--- config.mk ---
export PLATFORM = sky130hd
export DESIGN_NAME = integer_to_text_formatter
export DESIGN_NICKNAME = d
export VERILOG_FILES = /design/src/design/itf_pkg.sv /design/src/design/integer_to_text_formatter.sv
export SDC_FILE = /design/constraint.sdc
export NUM_CORES = 1
export LEC_CHECK = 0
export BUFFER_PORTS_ARGS = -buffer_cell sky130_fd_sc_hd__buf_2
export CAP_MARGIN = 10
export CELL_PAD_IN_SITES_DETAIL_PLACEMENT = 1
export CELL_PAD_IN_SITES_GLOBAL_PLACEMENT = 1
export CORE_AREA = 3 3 226 173
export CTS_CLUSTER_SIZE = 28
export DETAILED_ROUTE_END_ITERATION = 8
export DIE_AREA = 0 0 229 176
export MAX_ROUTING_LAYER = met4
export PLACE_DENSITY = 0.95
export SKIP_CTS_REPAIR_TIMING = 1
export SKIP_LAST_GASP = 1
export SYNTH_ARGS = -nofsm -noshare
export SYNTH_HDL_FRONTEND = slang
export SYNTH_SLANG_ARGS = --single-unit
export TNS_END_PERCENT = 1
--- constraint.sdc ---
create_clock -name clk -period 23.2 [get_ports clk]
set_clock_uncertainty 0.2 [all_clocks]
set_input_delay 5.8 -clock clk [delete_from_list [all_inputs] [get_ports clk]]
set_output_delay 5.8 -clock clk [all_outputs]
set_load 0.01 [all_outputs]
--- src/design/itf_pkg.sv ---
`timescale 1ns / 1ps

package itf_pkg;

  localparam int VALUE_BITS_DEF    = 64;
  localparam int MAX_WIDTH_DEF     = 64;
  localparam int MAX_PRECISION_DEF = 60;

  localparam int CHAR_W  = 8;
  localparam int CNT_W   = 8;
  localparam int FW_W    = 7;
  localparam int PREC_W  = 6;
  localparam int KIND_W  = 3;
  localparam int VALUE_W = 64;

  localparam logic [KIND_W-1:0] KIND_SDEC  = 3'd0;
  localparam logic [KIND_W-1:0] KIND_UDEC  = 3'd1;
  localparam logic [KIND_W-1:0] KIND_OCT   = 3'd2;
  localparam logic [KIND_W-1:0] KIND_HEXLO = 3'd3;
  localparam logic [KIND_W-1:0] KIND_HEXUP = 3'd4;

  localparam logic [CHAR_W-1:0] CH_SPACE = 8'h20;
  localparam logic [CHAR_W-1:0] CH_PLUS  = 8'h2b;
  localparam logic [CHAR_W-1:0] CH_MINUS = 8'h2d;
  localparam logic [CHAR_W-1:0] CH_ZERO  = 8'h30;
  localparam logic [CHAR_W-1:0] CH_X_LO  = 8'h78;
  localparam logic [CHAR_W-1:0] CH_X_UP  = 8'h58;
  localparam logic [CHAR_W-1:0] CH_A_LO  = 8'h61;
  localparam logic [CHAR_W-1:0] CH_A_UP  = 8'h41;

  typedef enum logic [4:0] {
    S_IDLE = 5'b00001,
    S_CONV = 5'b00010,
    S_NORM = 5'b00100,
    S_PLAN = 5'b01000,
    S_EMIT = 5'b10000
  } state_t;

  typedef enum logic [2:0] {
    SEG_LEAD  = 3'd0,
    SEG_SIGN  = 3'd1,
    SEG_PRE0  = 3'd2,
    SEG_PRE1  = 3'd3,
    SEG_ZEROS = 3'd4,
    SEG_DIGS  = 3'd5,
    SEG_TRAIL = 3'd6
  } seg_t;

  function automatic logic [CHAR_W-1:0] digit_char(input logic [3:0] d, input logic upper);
    logic [CHAR_W-1:0] base;
    base = upper ? CH_A_UP : CH_A_LO;
    if (d < 4'd10) digit_char = CH_ZERO + {4'd0, d};
    else           digit_char = base + {4'd0, d} - 8'd10;
  endfunction

endpackage

--- src/design/integer_to_text_formatter.sv ---
`timescale 1ns / 1ps
// printf-style integer conversion, one conversion per input transaction
// input channel: in_valid/in_ready carry kind, value, flags, width, precision;
// in_ready is high only while the block is idle, one conversion at a time
// output channel: out_valid/out_ready carry one ASCII character per transaction,
// out_last marks the final character; an empty conversion gives one transaction
// with out_has_char 0
// flow: decimal kinds run a shift-and-add-3 binary to BCD converter, one value
// bit per cycle; octal and hex load all their digits at once; a digit-serial
// normalize then drops leading zero digits, one per cycle, and the planning
// state then sizes the field
// characters leave at one per cycle while out_ready is high, with a pause at
// each change of field segment (at most 6)
// the output register holds its character while out_ready is low and the
// sequencer waits; nothing is lost or repeated
// reset (rst_n low, synchronous) returns to idle and drops out_valid
module integer_to_text_formatter
  import itf_pkg::*;
#(
  parameter int VALUE_BITS    = VALUE_BITS_DEF,
  parameter int MAX_WIDTH     = MAX_WIDTH_DEF,
  parameter int MAX_PRECISION = MAX_PRECISION_DEF
) (
  input  logic                clk,
  input  logic                rst_n,
  input  logic                in_valid,
  output logic                in_ready,
  input  logic [KIND_W-1:0]   in_kind,
  input  logic [VALUE_W-1:0]  in_value,
  input  logic                in_flag_minus,
  input  logic                in_flag_plus,
  input  logic                in_flag_space,
  input  logic                in_flag_zero,
  input  logic                in_flag_alt,
  input  logic [FW_W-1:0]     in_field_width,
  input  logic                in_has_precision,
  input  logic [PREC_W-1:0]   in_precision,
  output logic                out_valid,
  input  logic                out_ready,
  output logic [CHAR_W-1:0]   out_character,
  output logic                out_has_char,
  output logic                out_last
);

  localparam int DIG   = (VALUE_BITS + 2) / 3;
  localparam int DW    = 4 * DIG;
  localparam int BC_W  = $clog2(VALUE_BITS + 1);
  localparam int ND_W  = $clog2(DIG + 1);

  state_t state_r, state_nxt;

  logic [VALUE_BITS-1:0] mag_r, sh_r;
  logic                  dec_r, oct_r, hex_r, upper_r;
  logic                  sign_on_r;
  logic [CHAR_W-1:0]     sign_char_r;
  logic                  minus_r, zero_r, alt_r, has_prec_r;
  logic [FW_W-1:0]       width_r;
  logic [PREC_W-1:0]     prec_r;
  logic [DW-1:0]         dig_r;
  logic [BC_W-1:0]       bit_cnt_r;
  logic [ND_W-1:0]       nd_cnt_r;
  logic [CNT_W-1:0]      nd_r, zeros_r, spaces_r, total_r, cnt_r;
  logic [1:0]            pl_r;
  seg_t                  seg_r;

  logic                  out_valid_r, out_has_char_r, out_last_r;
  logic [CHAR_W-1:0]     out_character_r;

  // input decode
  logic [KIND_W-1:0]     k_in;
  logic [VALUE_BITS-1:0] v_in;
  logic                  neg_in;
  always_comb begin
    k_in   = (in_kind > KIND_HEXUP) ? KIND_UDEC : in_kind;
    v_in   = in_value[VALUE_BITS-1:0];
    neg_in = (k_in == KIND_SDEC) && v_in[VALUE_BITS-1];
  end

  // shift and add 3 step
  logic [DW-1:0] dd_adj, dd_nxt;
  always_comb begin
    for (int i = 0; i < DIG; i++) begin
      dd_adj[4*i +: 4] = (dig_r[4*i +: 4] >= 4'd5) ? dig_r[4*i +: 4] + 4'd3
                                                   : dig_r[4*i +: 4];
    end
    dd_nxt = {dd_adj[DW-2:0], sh_r[VALUE_BITS-1]};
  end

  // direct digit load for octal and hex
  logic [3*DIG-1:0] ext3;
  logic [DW-1:0]    ext4, oct_dig;
  always_comb begin
    ext3 = (3*DIG)'(mag_r);
    ext4 = DW'(mag_r);
    for (int i = 0; i < DIG; i++) begin
      oct_dig[4*i +: 4] = {1'b0, ext3[3*i +: 3]};
    end
  end

  // field plan
  logic             mag_zero, suppress;
  logic [CNT_W-1:0] p_nd, p_zeros0, p_zeros, p_body0, p_body, p_spaces, p_wd;
  logic [1:0]       p_pl;
  always_comb begin
    mag_zero = (mag_r == '0);
    suppress = mag_zero && has_prec_r && (prec_r == '0);
    p_nd     = suppress ? '0 : CNT_W'(nd_cnt_r);
    p_zeros0 = (has_prec_r && (CNT_W'(prec_r) > p_nd)) ? CNT_W'(prec_r) - p_nd : '0;
    if (alt_r && oct_r && (p_zeros0 == '0) && ((p_nd == '0) || !mag_zero)) p_pl = 2'd1;
    else if (alt_r && hex_r && !mag_zero)                                   p_pl = 2'd2;
    else                                                                    p_pl = 2'd0;
    p_body0 = CNT_W'(sign_on_r) + CNT_W'(p_pl) + p_zeros0 + p_nd;
    p_wd    = CNT_W'(width_r);
    if (zero_r && !has_prec_r && !minus_r && (p_wd > p_body0)) begin
      p_zeros = p_zeros0 + p_wd - p_body0;
      p_body  = p_wd;
    end else begin
      p_zeros = p_zeros0;
      p_body  = p_body0;
    end
    p_spaces = (p_wd > p_body) ? p_wd - p_body : '0;
  end

  // segment lengths
  seg_t             seg_next;
  logic [CNT_W-1:0] next_len;
  always_comb begin
    seg_next = seg_t'(seg_r + 3'd1);
    case (seg_next)
      SEG_LEAD:  next_len = minus_r ? '0 : spaces_r;
      SEG_SIGN:  next_len = CNT_W'(sign_on_r);
      SEG_PRE0:  next_len = CNT_W'(pl_r >= 2'd1);
      SEG_PRE1:  next_len = CNT_W'(pl_r >= 2'd2);
      SEG_ZEROS: next_len = zeros_r;
      SEG_DIGS:  next_len = nd_r;
      SEG_TRAIL: next_len = minus_r ? spaces_r : '0;
      default:   next_len = '0;
    endcase
  end

  logic [CHAR_W-1:0] cur_char;
  always_comb begin
    case (seg_r)
      SEG_SIGN:  cur_char = sign_char_r;
      SEG_PRE0:  cur_char = CH_ZERO;
      SEG_PRE1:  cur_char = upper_r ? CH_X_UP : CH_X_LO;
      SEG_ZEROS: cur_char = CH_ZERO;
      SEG_DIGS:  cur_char = digit_char(dig_r[DW-1 -: 4], upper_r);
      default:   cur_char = CH_SPACE;
    endcase
  end

  logic can_out;
  assign can_out = !out_valid_r || out_ready;

  always_comb begin
    state_nxt = state_r;
    case (state_r)
      S_IDLE: if (in_valid) state_nxt = S_CONV;
      S_CONV: if (!dec_r || (bit_cnt_r == BC_W'(VALUE_BITS - 1))) state_nxt = S_NORM;
      S_NORM: if ((nd_cnt_r <= ND_W'(1)) || (dig_r[DW-1 -: 4] != 4'd0)) state_nxt = S_PLAN;
      S_PLAN: state_nxt = S_EMIT;
      S_EMIT: begin
        if (can_out && ((total_r == '0) || ((cnt_r != '0) && (total_r == CNT_W'(1)))))
          state_nxt = S_IDLE;
      end
      default: state_nxt = S_IDLE;
    endcase
  end

  always_ff @(posedge clk) begin
    if (!rst_n) begin
      state_r     <= S_IDLE;
      out_valid_r <= 1'b0;
    end else begin
      state_r <= state_nxt;
      if ((state_r == S_EMIT) && can_out && ((total_r == '0) || (cnt_r != '0)))
        out_valid_r <= 1'b1;
      else if (out_ready)
        out_valid_r <= 1'b0;
    end
  end

  always_ff @(posedge clk) begin
    case (state_r)
      S_IDLE: begin
        mag_r       <= neg_in ? (~v_in + 1'b1) : v_in;
        sh_r        <= neg_in ? (~v_in + 1'b1) : v_in;
        dec_r       <= (k_in == KIND_SDEC) || (k_in == KIND_UDEC);
        oct_r       <= (k_in == KIND_OCT);
        hex_r       <= (k_in == KIND_HEXLO) || (k_in == KIND_HEXUP);
        upper_r     <= (k_in != KIND_HEXLO);
        sign_on_r   <= (k_in == KIND_SDEC) && (neg_in || in_flag_plus || in_flag_space);
        sign_char_r <= neg_in ? CH_MINUS : (in_flag_plus ? CH_PLUS : CH_SPACE);
        minus_r     <= in_flag_minus;
        zero_r      <= in_flag_zero;
        alt_r       <= in_flag_alt;
        has_prec_r  <= in_has_precision;
        width_r     <= (in_field_width > FW_W'(MAX_WIDTH)) ? FW_W'(MAX_WIDTH)
                                                            : in_field_width;
        prec_r      <= (in_precision > PREC_W'(MAX_PRECISION)) ? PREC_W'(MAX_PRECISION)
                                                                : in_precision;
        dig_r       <= '0;
        bit_cnt_r   <= '0;
        nd_cnt_r    <= ND_W'(DIG);
      end
      S_CONV: begin
        if (dec_r) begin
          dig_r     <= dd_nxt;
          sh_r      <= {sh_r[VALUE_BITS-2:0], 1'b0};
          bit_cnt_r <= bit_cnt_r + 1'b1;
        end else begin
          dig_r <= oct_r ? oct_dig : ext4;
        end
      end
      S_NORM: begin
        if ((nd_cnt_r > ND_W'(1)) && (dig_r[DW-1 -: 4] == 4'd0)) begin
          dig_r    <= {dig_r[DW-5:0], 4'd0};
          nd_cnt_r <= nd_cnt_r - 1'b1;
        end
      end
      S_PLAN: begin
        nd_r     <= p_nd;
        zeros_r  <= p_zeros;
        spaces_r <= p_spaces;
        pl_r     <= p_pl;
        total_r  <= p_body + p_spaces;
        seg_r    <= SEG_LEAD;
        cnt_r    <= minus_r ? '0 : p_spaces;
      end
      S_EMIT: begin
        if (total_r == '0) begin
          if (can_out) begin
            out_character_r <= '0;
            out_has_char_r  <= 1'b0;
            out_last_r      <= 1'b1;
          end
        end else if (cnt_r == '0) begin
          seg_r <= seg_next;
          cnt_r <= next_len;
        end else if (can_out) begin
          out_character_r <= cur_char;
          out_has_char_r  <= 1'b1;
          out_last_r      <= (total_r == CNT_W'(1));
          cnt_r           <= cnt_r - 1'b1;
          total_r         <= total_r - 1'b1;
          if (seg_r == SEG_DIGS) dig_r <= {dig_r[DW-5:0], 4'd0};
        end
      end
      default: ;
    endcase
  end

  assign in_ready      = (state_r == S_IDLE);
  assign out_valid     = out_valid_r;
  assign out_character = out_character_r;
  assign out_has_char  = out_has_char_r;
  assign out_last      = out_last_r;

endmodule
Word level (Yosys, flattened, before mapping)
Index checks and enable logic that the tools add are counted.

Latch bits: 0. Output and inout bits: 12. Memories kept: 0. Register bits: 319. ROM bits: 0. Memory bits (writable): 0. Bits of input ports: 90.

Add/sub/neg operators: 39. Shifts and indexed selects: 0. Magnitude comparators: 33. Muxes and demuxes: 83. Reduce and logical (&&, ||, !) cells: 59. Bitwise gates (word level): 1. Divide/modulo/power cells: 0. Equal/unequal tests: 37. $mul: 0.

Operators by type and width (count): 88-bit two-way mux (6); 88-bit case mux with 4 select lines (1); 8-bit two-way mux (18); 64-bit two-way mux (2); 64-bit case mux with 2 select lines (1); 4-bit by 3-bit greater-or-equal comparator with 1-bit output (second input constant) (22); 4-bit two-way mux (22); 85-bit two-way mux (1); 4-bit by 2-bit adder with 4-bit output (second input constant) (21); 64-bit by 1-bit adder with 64-bit output (second input constant) (1); 64-bit logical NOT (1); 64-bit inverter (1); 8-bit case mux with 7 select lines (1); 8-bit logical NOT (4); 8-bit case mux with 2 select lines (2); 8-bit case mux with 4 select lines (1); 5-bit two-way mux (6); 5-bit case mux with 5 select lines (1); 2-bit != test (second input constant) (11); 3-bit by 2-bit equality test with 1-bit output (second input constant) (6); 3-bit equality test (second input constant) (6); 1-bit logical AND (18); 7-bit by 8-bit greater-than comparator with 1-bit output (2); 8-bit by 1-bit subtractor with 8-bit output (second input constant) (2); other kinds (55) (95).

Logic depth before layout (Yosys ltp)
Gate-level depths: netlist of the first run.

Word-level depth: 21. Gate-level depth with buffers: 53. Depth with buffers taken out: 51.

Worst setup path after synthesis of the first run
No wires, ideal clock.

Path kind: input port to flip-flop. Start point: in out_ready. End point: reg dig_r[0], enable pin. Stages: 4. Data required time: 22307 ps. Slack: 9504 ps. Arrival time: 12803 ps. Library setup time: 693 ps. Cells stage by stage: nor2_1 -> nor2_1 -> a41oi_1 -> a311oi_1.

Longest elaborated chain between the ends: 3.

RTL lines: from (decl) (RTL line integer_to_text_formatter.sv:39) `input logic out_ready,`; 1-bit logical OR (RTL line integer_to_text_formatter.sv:154) `assign can_out = !out_valid_r || out_ready;`; 2-bit != test (no line); 6-bit AND reduction (no line); to (signal assigned) (RTL line integer_to_text_formatter.sv:209) `dig_r <= dd_nxt;`; to (signal assigned) (RTL line integer_to_text_formatter.sv:213) `dig_r <= oct_r ? oct_dig : ext4;`; to (signal assigned) (RTL line integer_to_text_formatter.sv:218) `dig_r <= {dig_r[DW-5:0], 4'd0};`; to (decl) (RTL line integer_to_text_formatter.sv:59) `logic [DW-1:0] dig_r;`.

Every way passes these cells. A chain may end at the register's enable or synchronous reset.

Final worst setup path of the first run
Start point: reg mag_r[49]. End point: reg total_r[6] (data pin).

Longest elaborated chain between the ends: 21. Elaborated cells between the ends (all ways): 28. Those cells by class: add/sub (6); order compare (3); mux (7); reduce/logical (12).

RTL lines: from (decl) (RTL line integer_to_text_formatter.sv:52) `logic [VALUE_BITS-1:0] mag_r, sh_r;`; from (signal assigned) (RTL line integer_to_text_formatter.sv:187) `mag_r <= neg_in ? (~v_in + 1'b1) : v_in;`; 64-bit logical NOT * (RTL line integer_to_text_formatter.sv:105) `mag_zero = (mag_r == '0);`; 1-bit logical AND (2 in a row) (RTL line integer_to_text_formatter.sv:106) `suppress = mag_zero && has_prec_r && (prec_r == '0);`; 5-bit two-way mux (RTL line integer_to_text_formatter.sv:107) `p_nd = suppress ? '0 : CNT_W'(nd_cnt_r);`; 6-bit by 5-bit greater-than comparator with 1-bit output (RTL line integer_to_text_formatter.sv:108) `p_zeros0 = (has_prec_r && (CNT_W'(prec_r) > p_nd)) ? CNT_W'(prec_r) - p_nd : '0;`; 1-bit logical AND (RTL line integer_to_text_formatter.sv:108); 8-bit two-way mux (RTL line integer_to_text_formatter.sv:108); 8-bit logical NOT (RTL line integer_to_text_formatter.sv:109) `if (alt_r && oct_r && (p_zeros0 == '0) && ((p_nd == '0) || !mag_zero)) p_pl = 2'd1;`; 1-bit logical AND (RTL line integer_to_text_formatter.sv:109); [... 2 more ...]; net p_pl[0] (RTL line integer_to_text_formatter.sv:103) `logic [1:0] p_pl;`; [... 3 more ...]; 7-bit by 8-bit greater-than comparator with 1-bit output (RTL line integer_to_text_formatter.sv:114) `if (zero_r && !has_prec_r && !minus_r && (p_wd > p_body0)) begin`; 1-bit logical AND (RTL line integer_to_text_formatter.sv:114); 8-bit two-way mux * (RTL line integer_to_text_formatter.sv:114); 7-bit by 8-bit subtractor with 8-bit output or 7-bit by 8-bit greater-than comparator with 1-bit output (tied branches) (RTL line integer_to_text_formatter.sv:121) `p_spaces = (p_wd > p_body) ? p_wd - p_body : '0;`; 8-bit two-way mux * (RTL line integer_to_text_formatter.sv:121); net p_spaces[0] (RTL line integer_to_text_formatter.sv:102) `logic [CNT_W-1:0] p_nd, p_zeros0, p_zeros, p_body0, p_body, p_spaces, p_wd;`; 8-bit adder * (RTL line integer_to_text_formatter.sv:227) `total_r <= p_body + p_spaces;`; 8-bit case mux with 2 select lines * (RTL line integer_to_text_formatter.sv:185) `case (state_r)`; to (signal assigned) (RTL line integer_to_text_formatter.sv:227); to (signal assigned) (RTL line integer_to_text_formatter.sv:246) `total_r <= total_r - 1'b1;`; to (decl) (RTL line integer_to_text_formatter.sv:62) `logic [CNT_W-1:0] nd_r, zeros_r, spaces_r, total_r, cnt_r;`.

The timed path passes the listed nets; every way through them passes the cells marked *.

==> results of run 1 <==
[cell families after synthesis]
group	Yosys count	share of synthesized area, %
fa+ha+maj	113	7.71
simple gates	748	17.8
buf+inv	183	3.54
mux	74	3.99
xor+xnor	127	5.70
other cells	1	0.0192
flops	310	47.4
compound gates	452	13.9
[per-stage QoR]
| step | setup WS [ns] | cells | area (µm²) | hold WS (ns) |
|---|---|---|---|---|
| 3_5_place_dp | 10.46 | 2551 | 20500 | 0.310 |
| 5_1_grt | 8.93 | 2622 | 21600 | 0.365 |
| 6_report | 9.55 | 2622 | 21600 | 0.338 |
| 2_1_floorplan | 9.50 | 2008 | 19500 | 0.284 |
| 4_1_cts | 10.12 | 2613 | 21600 | 0.329 |
| 3_3_place_gp | 11.29 | 2551 | 20500 | 0.286 |
[worst min-delay path by stage]
| stage | from | end | slack (ns) | cells past startpoint |
|---|---|---|---|---|
| after global placement | sh_r[12]$_DFFE_PP_ | sh_r[13]$_DFFE_PP_ | 0.29 | 2 |
| after detailed placement | sh_r[49]$_DFFE_PP_ | sh_r[50]$_DFFE_PP_ | 0.31 | 2 |
| after CTS | sh_r[28]$_DFFE_PP_ | sh_r[29]$_DFFE_PP_ | 0.33 | 2 |
| after global routing | sh_r[28]$_DFFE_PP_ | sh_r[29]$_DFFE_PP_ | 0.36 | 2 |
| after floorplan | sh_r[12]$_DFFE_PP_ | sh_r[13]$_DFFE_PP_ | 0.28 | 2 |
| final | sh_r[34]$_DFFE_PP_ | sh_r[35]$_DFFE_PP_ | 0.34 | 2 |
[critical path, delay by kind of cell, from the launching register on]
| family | cells | cell delay (ns) |
|---|---|---|
| AO/OA/AOI/OAI | 10 | 2.58 |
| XOR/XNOR | 1 | 0.67 |
| adder cells (fa/ha/maj) | 7 | 2.57 |
| buffers and inverters | 3 | 0.54 |
| flip-flops | 1 | 0.44 |
| multiplexers | 1 | 0.57 |
| AND/OR/NAND/NOR | 20 | 5.82 |
[per-layer routing]
layer,vias up,wire length [µm]
met5,-,0
met4,0,3610
met3,333,9570
met2,1439,33200
met1,8591,28800
li1,7369,-
[Yosys cell counts, drive strengths merged (30+ instances only)]
| master | n | area, µm² |
|---|---|---|
| nand2b | 33 | 206 |
| nor4 | 30 | 188 |
| edfxtp | 304 | 9130 |
| xnor2 | 77 | 674 |
| a21oi | 154 | 771 |
| nand2 | 246 | 933 |
| xor2 | 50 | 438 |
| clkbuf | 66 | 248 |
| o22ai | 55 | 344 |
| ha | 101 | 1260 |
| nor2 | 276 | 1040 |
| o21ai | 139 | 696 |
| inv | 105 | 394 |
| nor3b | 35 | 263 |
| mux2i | 46 | 460 |
[sequential cells by signal (all words and copies together), names as in the netlist, 2 cells and up]
signal,flops
seg_r,3
total_r,8
state_r,5
out_character,7
dig_r,88
nd_cnt_r,5
pl_r,2
spaces_r,8
nd_r,5
zeros_r,8
cnt_r,8
mag_r,64
sh_r,64
width_r,7
bit_cnt_r,7
sign_char_r,3
prec_r,6
[layout make-up]
class,count,area [µm²]
fillers,4109,15300
multi-input cells,1515,9620
flip-flops and latches,310,9250
clock buffers,46,927
repair buffers,118,636
well taps,504,631
inverters,105,395
clock inverters,16,170
diodes,8,20.0
==> impl_metrics.csv, run 1 <==
group,metric,value,unit
finish,drive_above_1_share,10.6,%
critical_path,worst_setup_path_end_kind,"flop",
worst_hold_path,hold_class,"flop to flop",
floorplan,core_area,36900,µm²
place,place_congestion,0.933,
synth,async_flop_share,0,%
timing,fin_crit_sh,58.8,%
critical_path,slowest_stage,"nor4_1",
global_routing,use_met1,47.5,%
finish,area_delta_synth_final,10.9,%
critical_path,crit_start,"mag_r[49]$_DFFE_PP_",
drt,postRouteAntennaNets,0,
critical_path,worstPathArrival,13.75,ns
drt,wirelength,75200,µm
critical_path,slowest_delay,0.81,ns
critical_path,r2r-start,"mag_r[49]$_DFFE_PP_",
timing,hold_violations,0,
global_routing,gr-total-overflow,0,
timing,fin_crit,13.65,ns
global_routing,grt_max_degree,102,
clock_tree,cts_buffer_depth,3,
clock_tree,tritoncts,"yes",
synth,synth-main-ff-cell,"edfxtp_1",
drt,firstDrtPassIters,6,
timing,slew_headroom,15.1,%
floorplan,ios,102,
clock_tree,path_clk_slew,0.07,ns
floorplan,row_count,61,
clock_tree,cts_buffers,35,
critical_path,r2r-end,"total_r[6]$_DFFE_PP_",
critical_path,worstPathMaxFanout,17,
synth,synthCells,2008,
synth,yosys_warnings,0,
run,drv_cap,0,
finish,final_cell_mix,"edfxtp_1, nor2_1, nand2_1, a21oi_1, o21ai_0",
drt,viasPerCell,6.76,
drt,via_count,17732,
synth,synth-edff-count,304,
timing,slew_violations,0,
floorplan,initial_core_util,52.8,%
finish,utilization,58.6,%
finish,final_common_cell,"edfxtp_1",
finish,fin_nets,2288,
critical_path,endpoint,"total_r[6]$_DFFE_PP_",
place,port_buffers,100,
synth,syn_area,19500,µm²
critical_path,start_kind,"flop",
synth,synth_seq_cells,310,
critical_path,required,23.30,ns
timing,max_freq,73.3,MHz
critical_path,crit_type,"flop to flop",
outcome,status,"completed",
global_routing,grt_use_met2,54.7,%
clock_tree,clk-insertion-delay-late,0.56,ns
global_routing,antenna_found_initial,6,
timing,rsz0062_at_grt,"false",
clock_tree,ctsHtreeMaxLevel,2,
synth,synth-seq-area-share,47.4,%
critical_path,cp_common_cell,"nand2_1",
place,dp_hpwl,48400,µm
drt,drt_iter0_drc,3052,
clock_tree,root_buffer,"clkbuf_16",
synth,synth.distinct_cells,78,
critical_path,ff2ff_setup_slack,9.55,ns
global_routing,grt_use_total,36.0,%
global_routing,grt_pass1_vias,17812,
drt,avgRoutedWirePerCell,28.7,µm
critical_path,r2r_cells,42,
floorplan,dieWidth,229,µm
timing,fin_setup_tns,0,ns
clock_tree,cts_sinks,310,
global_routing,grt_first_pass_wirelength,109000,µm
timing,finalSetupViolCount,0,
global_routing,busiest_layer,"met2",
global_routing,grt_util_met3,8.40,%
floorplan,die_h,176,µm
drt,drc_errors,0,
timing,worst_slew_pin_slew,1.27,ns
synth,synth_fp_nets,2211,
floorplan,die-area,40300,µm²
synth,syn_area_per_cell,9.72,µm²
Power of run 1 is left out: the tool's default activity adds up to more than one toggle a clock period on the data nets, which glitch-free logic cannot reach.
==> inputs of run 2 (changes only) <==
Settings changed: CORE_AREA 3 3 226 173 to 3 3 248 189, DIE_AREA 0 0 229 176 to 0 0 251 192, PLACE_DENSITY 0.95 to 0.86.
Clock period 23.2 ns to 11 ns, I/O delays scaled along.
==> run 2 against run 1 <==
Against the previous run:
- die area increased by 20%
- critical endpoint is now total_r[7]$_DFFE_PP_
- design area up 2.4%
- maximum frequency up 29%
- global-route usage fell by 9.9 points
- flip-flop and latch count unchanged
- via count fell by 7.7%
- critical path depth increased by 9
- register-to-register slack got worse by 9.1 ns
- non-clock buffer count grew 33
- wire length is 16% lower
- worst setup slack lost 9.1 ns
- final cell count rose by 4.0%
==> impl_metrics.csv, run 2 (synthesis gave the netlist of run 1 again) <==
group,metric,value,unit
critical_path,start_kind,"flop",
place,port_buffers,100,
timing,max_freq,94.8,MHz
global_routing,grt_use_met2,41.9,%
outcome,status,"completed",
global_routing,busiest_layer,"met2",
floorplan,initial_core_util,43.8,%
finish,area_delta_synth_final,13.6,%
drt,drc_errors,0,
global_routing,use_met1,36.0,%
critical_path,r2r-start,"mag_r[16]$_DFFE_PP_",
clock_tree,clk-insertion-delay-late,0.53,ns
finish,final_cell_mix,"edfxtp_1, nor2_1, nand2_1, a21oi_1, o21ai_0",
finish,regMostFlops,"dig_r",
run,drv_cap,0,
finish,drive_above_1_share,13.8,%
finish,fin_nets,2321,
finish,final_common_cell,"edfxtp_1",
finish,largest_reg_flops,88,
floorplan,row_count,67,
global_routing,antenna_found_initial,0,
timing,fin_crit,10.55,ns
finish,diodes,0,
critical_path,required,11.09,ns
finish,regArea,9250,µm²
floorplan,dieWidth,251,µm
floorplan,die_h,192,µm
clock_tree,cts_sinks,310,
timing,worst_slew_pin_slew,1.24,ns
critical_path,slowest_stage,"fa_1",
timing,slew_headroom,16.4,%
finish,multi_input_area,9860,µm²
global_routing,grt_pass1_vias,16572,
worst_hold_path,worstHoldStart,"sh_r[41]$_DFFE_PP_",
critical_path,cp_common_cell,"buf_4",
timing,hold_violations,0,
timing,whs,0.305,ns
global_routing,gr-total-overflow,0,
floorplan,ios,102,
place,dp_hpwl,44900,µm
critical_path,worstPathMaxFanout,8,
critical_path,crit_type,"flop to flop",
place,place_congestion,0.941,
timing,finalSetupViolCount,0,
timing,fin_crit_sh,95.9,%
global_routing,grt_util_met3,3.19,%
clock_tree,tritoncts,"yes",
critical_path,crit_start,"mag_r[16]$_DFFE_PP_",
clock_tree,root_buffer,"clkbuf_16",
clock_tree,cts_buffers,35,
drt,drt_iter0_drc,1733,
critical_path,worst_setup_path_end_kind,"flop",
place,placedCellCount,2651,
critical_path,slowest_delay,0.53,ns
finish,fillers,5045,
drt,via_count,16369,
drt,wirelength,62800,µm
clock_tree,path_clk_slew,0.07,ns
floorplan,core_area,44600,µm²
drt,avgRoutedWirePerCell,23.0,µm
global_routing,grt_max_degree,98,
finish,final_cell_count_no_fill,2726,
clock_tree,cts_buffer_depth,3,
clock_tree,ctsHtreeMaxLevel,2,
finish,final_area,22200,µm²
finish,top_regs,"dig_r x88, mag_r x64, sh_r x64",
drt,viasPerCell,6.00,
critical_path,worstPathArrival,10.64,ns
drt,firstDrtPassIters,6,
drt,postRouteAntennaNets,0,
place,dpl_cell_area,20800,µm²
worst_hold_path,hold_class,"flop to flop",
global_routing,grt_first_pass_wirelength,96400,µm
floorplan,die-area,48200,µm²
timing,slew_violations,0,
global_routing,grt_use_total,26.1,%
## run 2: changes by cell type in the layout (fill, tap and decap cells not counted), moves of 3 or more
cell	previous run	this run
nor2_2	0	5
nor2_1	274	269
ha_1	101	98
diode_2	8	0
nor4_4	0	3
clkbuf_1	10	5
nor4_1	30	17
buf_4	17	50
nor4_2	0	10
## run 2: per-stage QoR
step	util, %	setup WS (ns)	setup TNS, ns
2_1_floorplan	-	0.209	0
3_3_place_gp	46.6	0.234	0
3_5_place_dp	46.6	-0.468	-1.42
4_1_cts	48.9	-0.499	-1.53
5_1_grt	49.7	-0.151	-0.354
6_report	49.7	0.450	0
## run 2: final cells by class
type / count / share of cell area, %
clock buffer: 42 / 4.16
sequential: 310 / 41.7
multi-input combinational: 1515 / 44.4
clock inverter: 17 / 0.621
timing repair buffer: 151 / 3.97
tap: 586 / 3.31
inverter: 105 / 1.79
## run 2: worst paths after layout
check / endpoint / slack (ns) / depth (start not counted)
worst max-delay path: total_r[7]$_DFFE_PP_ / 0.45 / 51
worst min-delay path: sh_r[42]$_DFFE_PP_ / 0.30 / 2
worst max register to register: total_r[7]$_DFFE_PP_ / 0.45 / 51
worst min register to register: sh_r[42]$_DFFE_PP_ / 0.30 / 2
## run 2: worst max-delay path, delay by kind of cell, from the launching register on
kind                     cells  cell delay [ns]
AND/OR/NAND/NOR             19             3.13
AO/OA/AOI/OAI               15             2.72
multiplexers                 2             0.64
adder cells (fa/ha/maj)      6             1.92
flip-flops                   1             0.45
XOR/XNOR                     2             0.31
buffers and inverters        7             0.91
## run 2: layer usage
metal,wire length [µm],vias to the layer above
li1,-,7420
met2,29300,605
met3,4010,97
met5,0,-
met4,1120,0
met1,28300,8247
Power of run 2 is left out for the same reason.
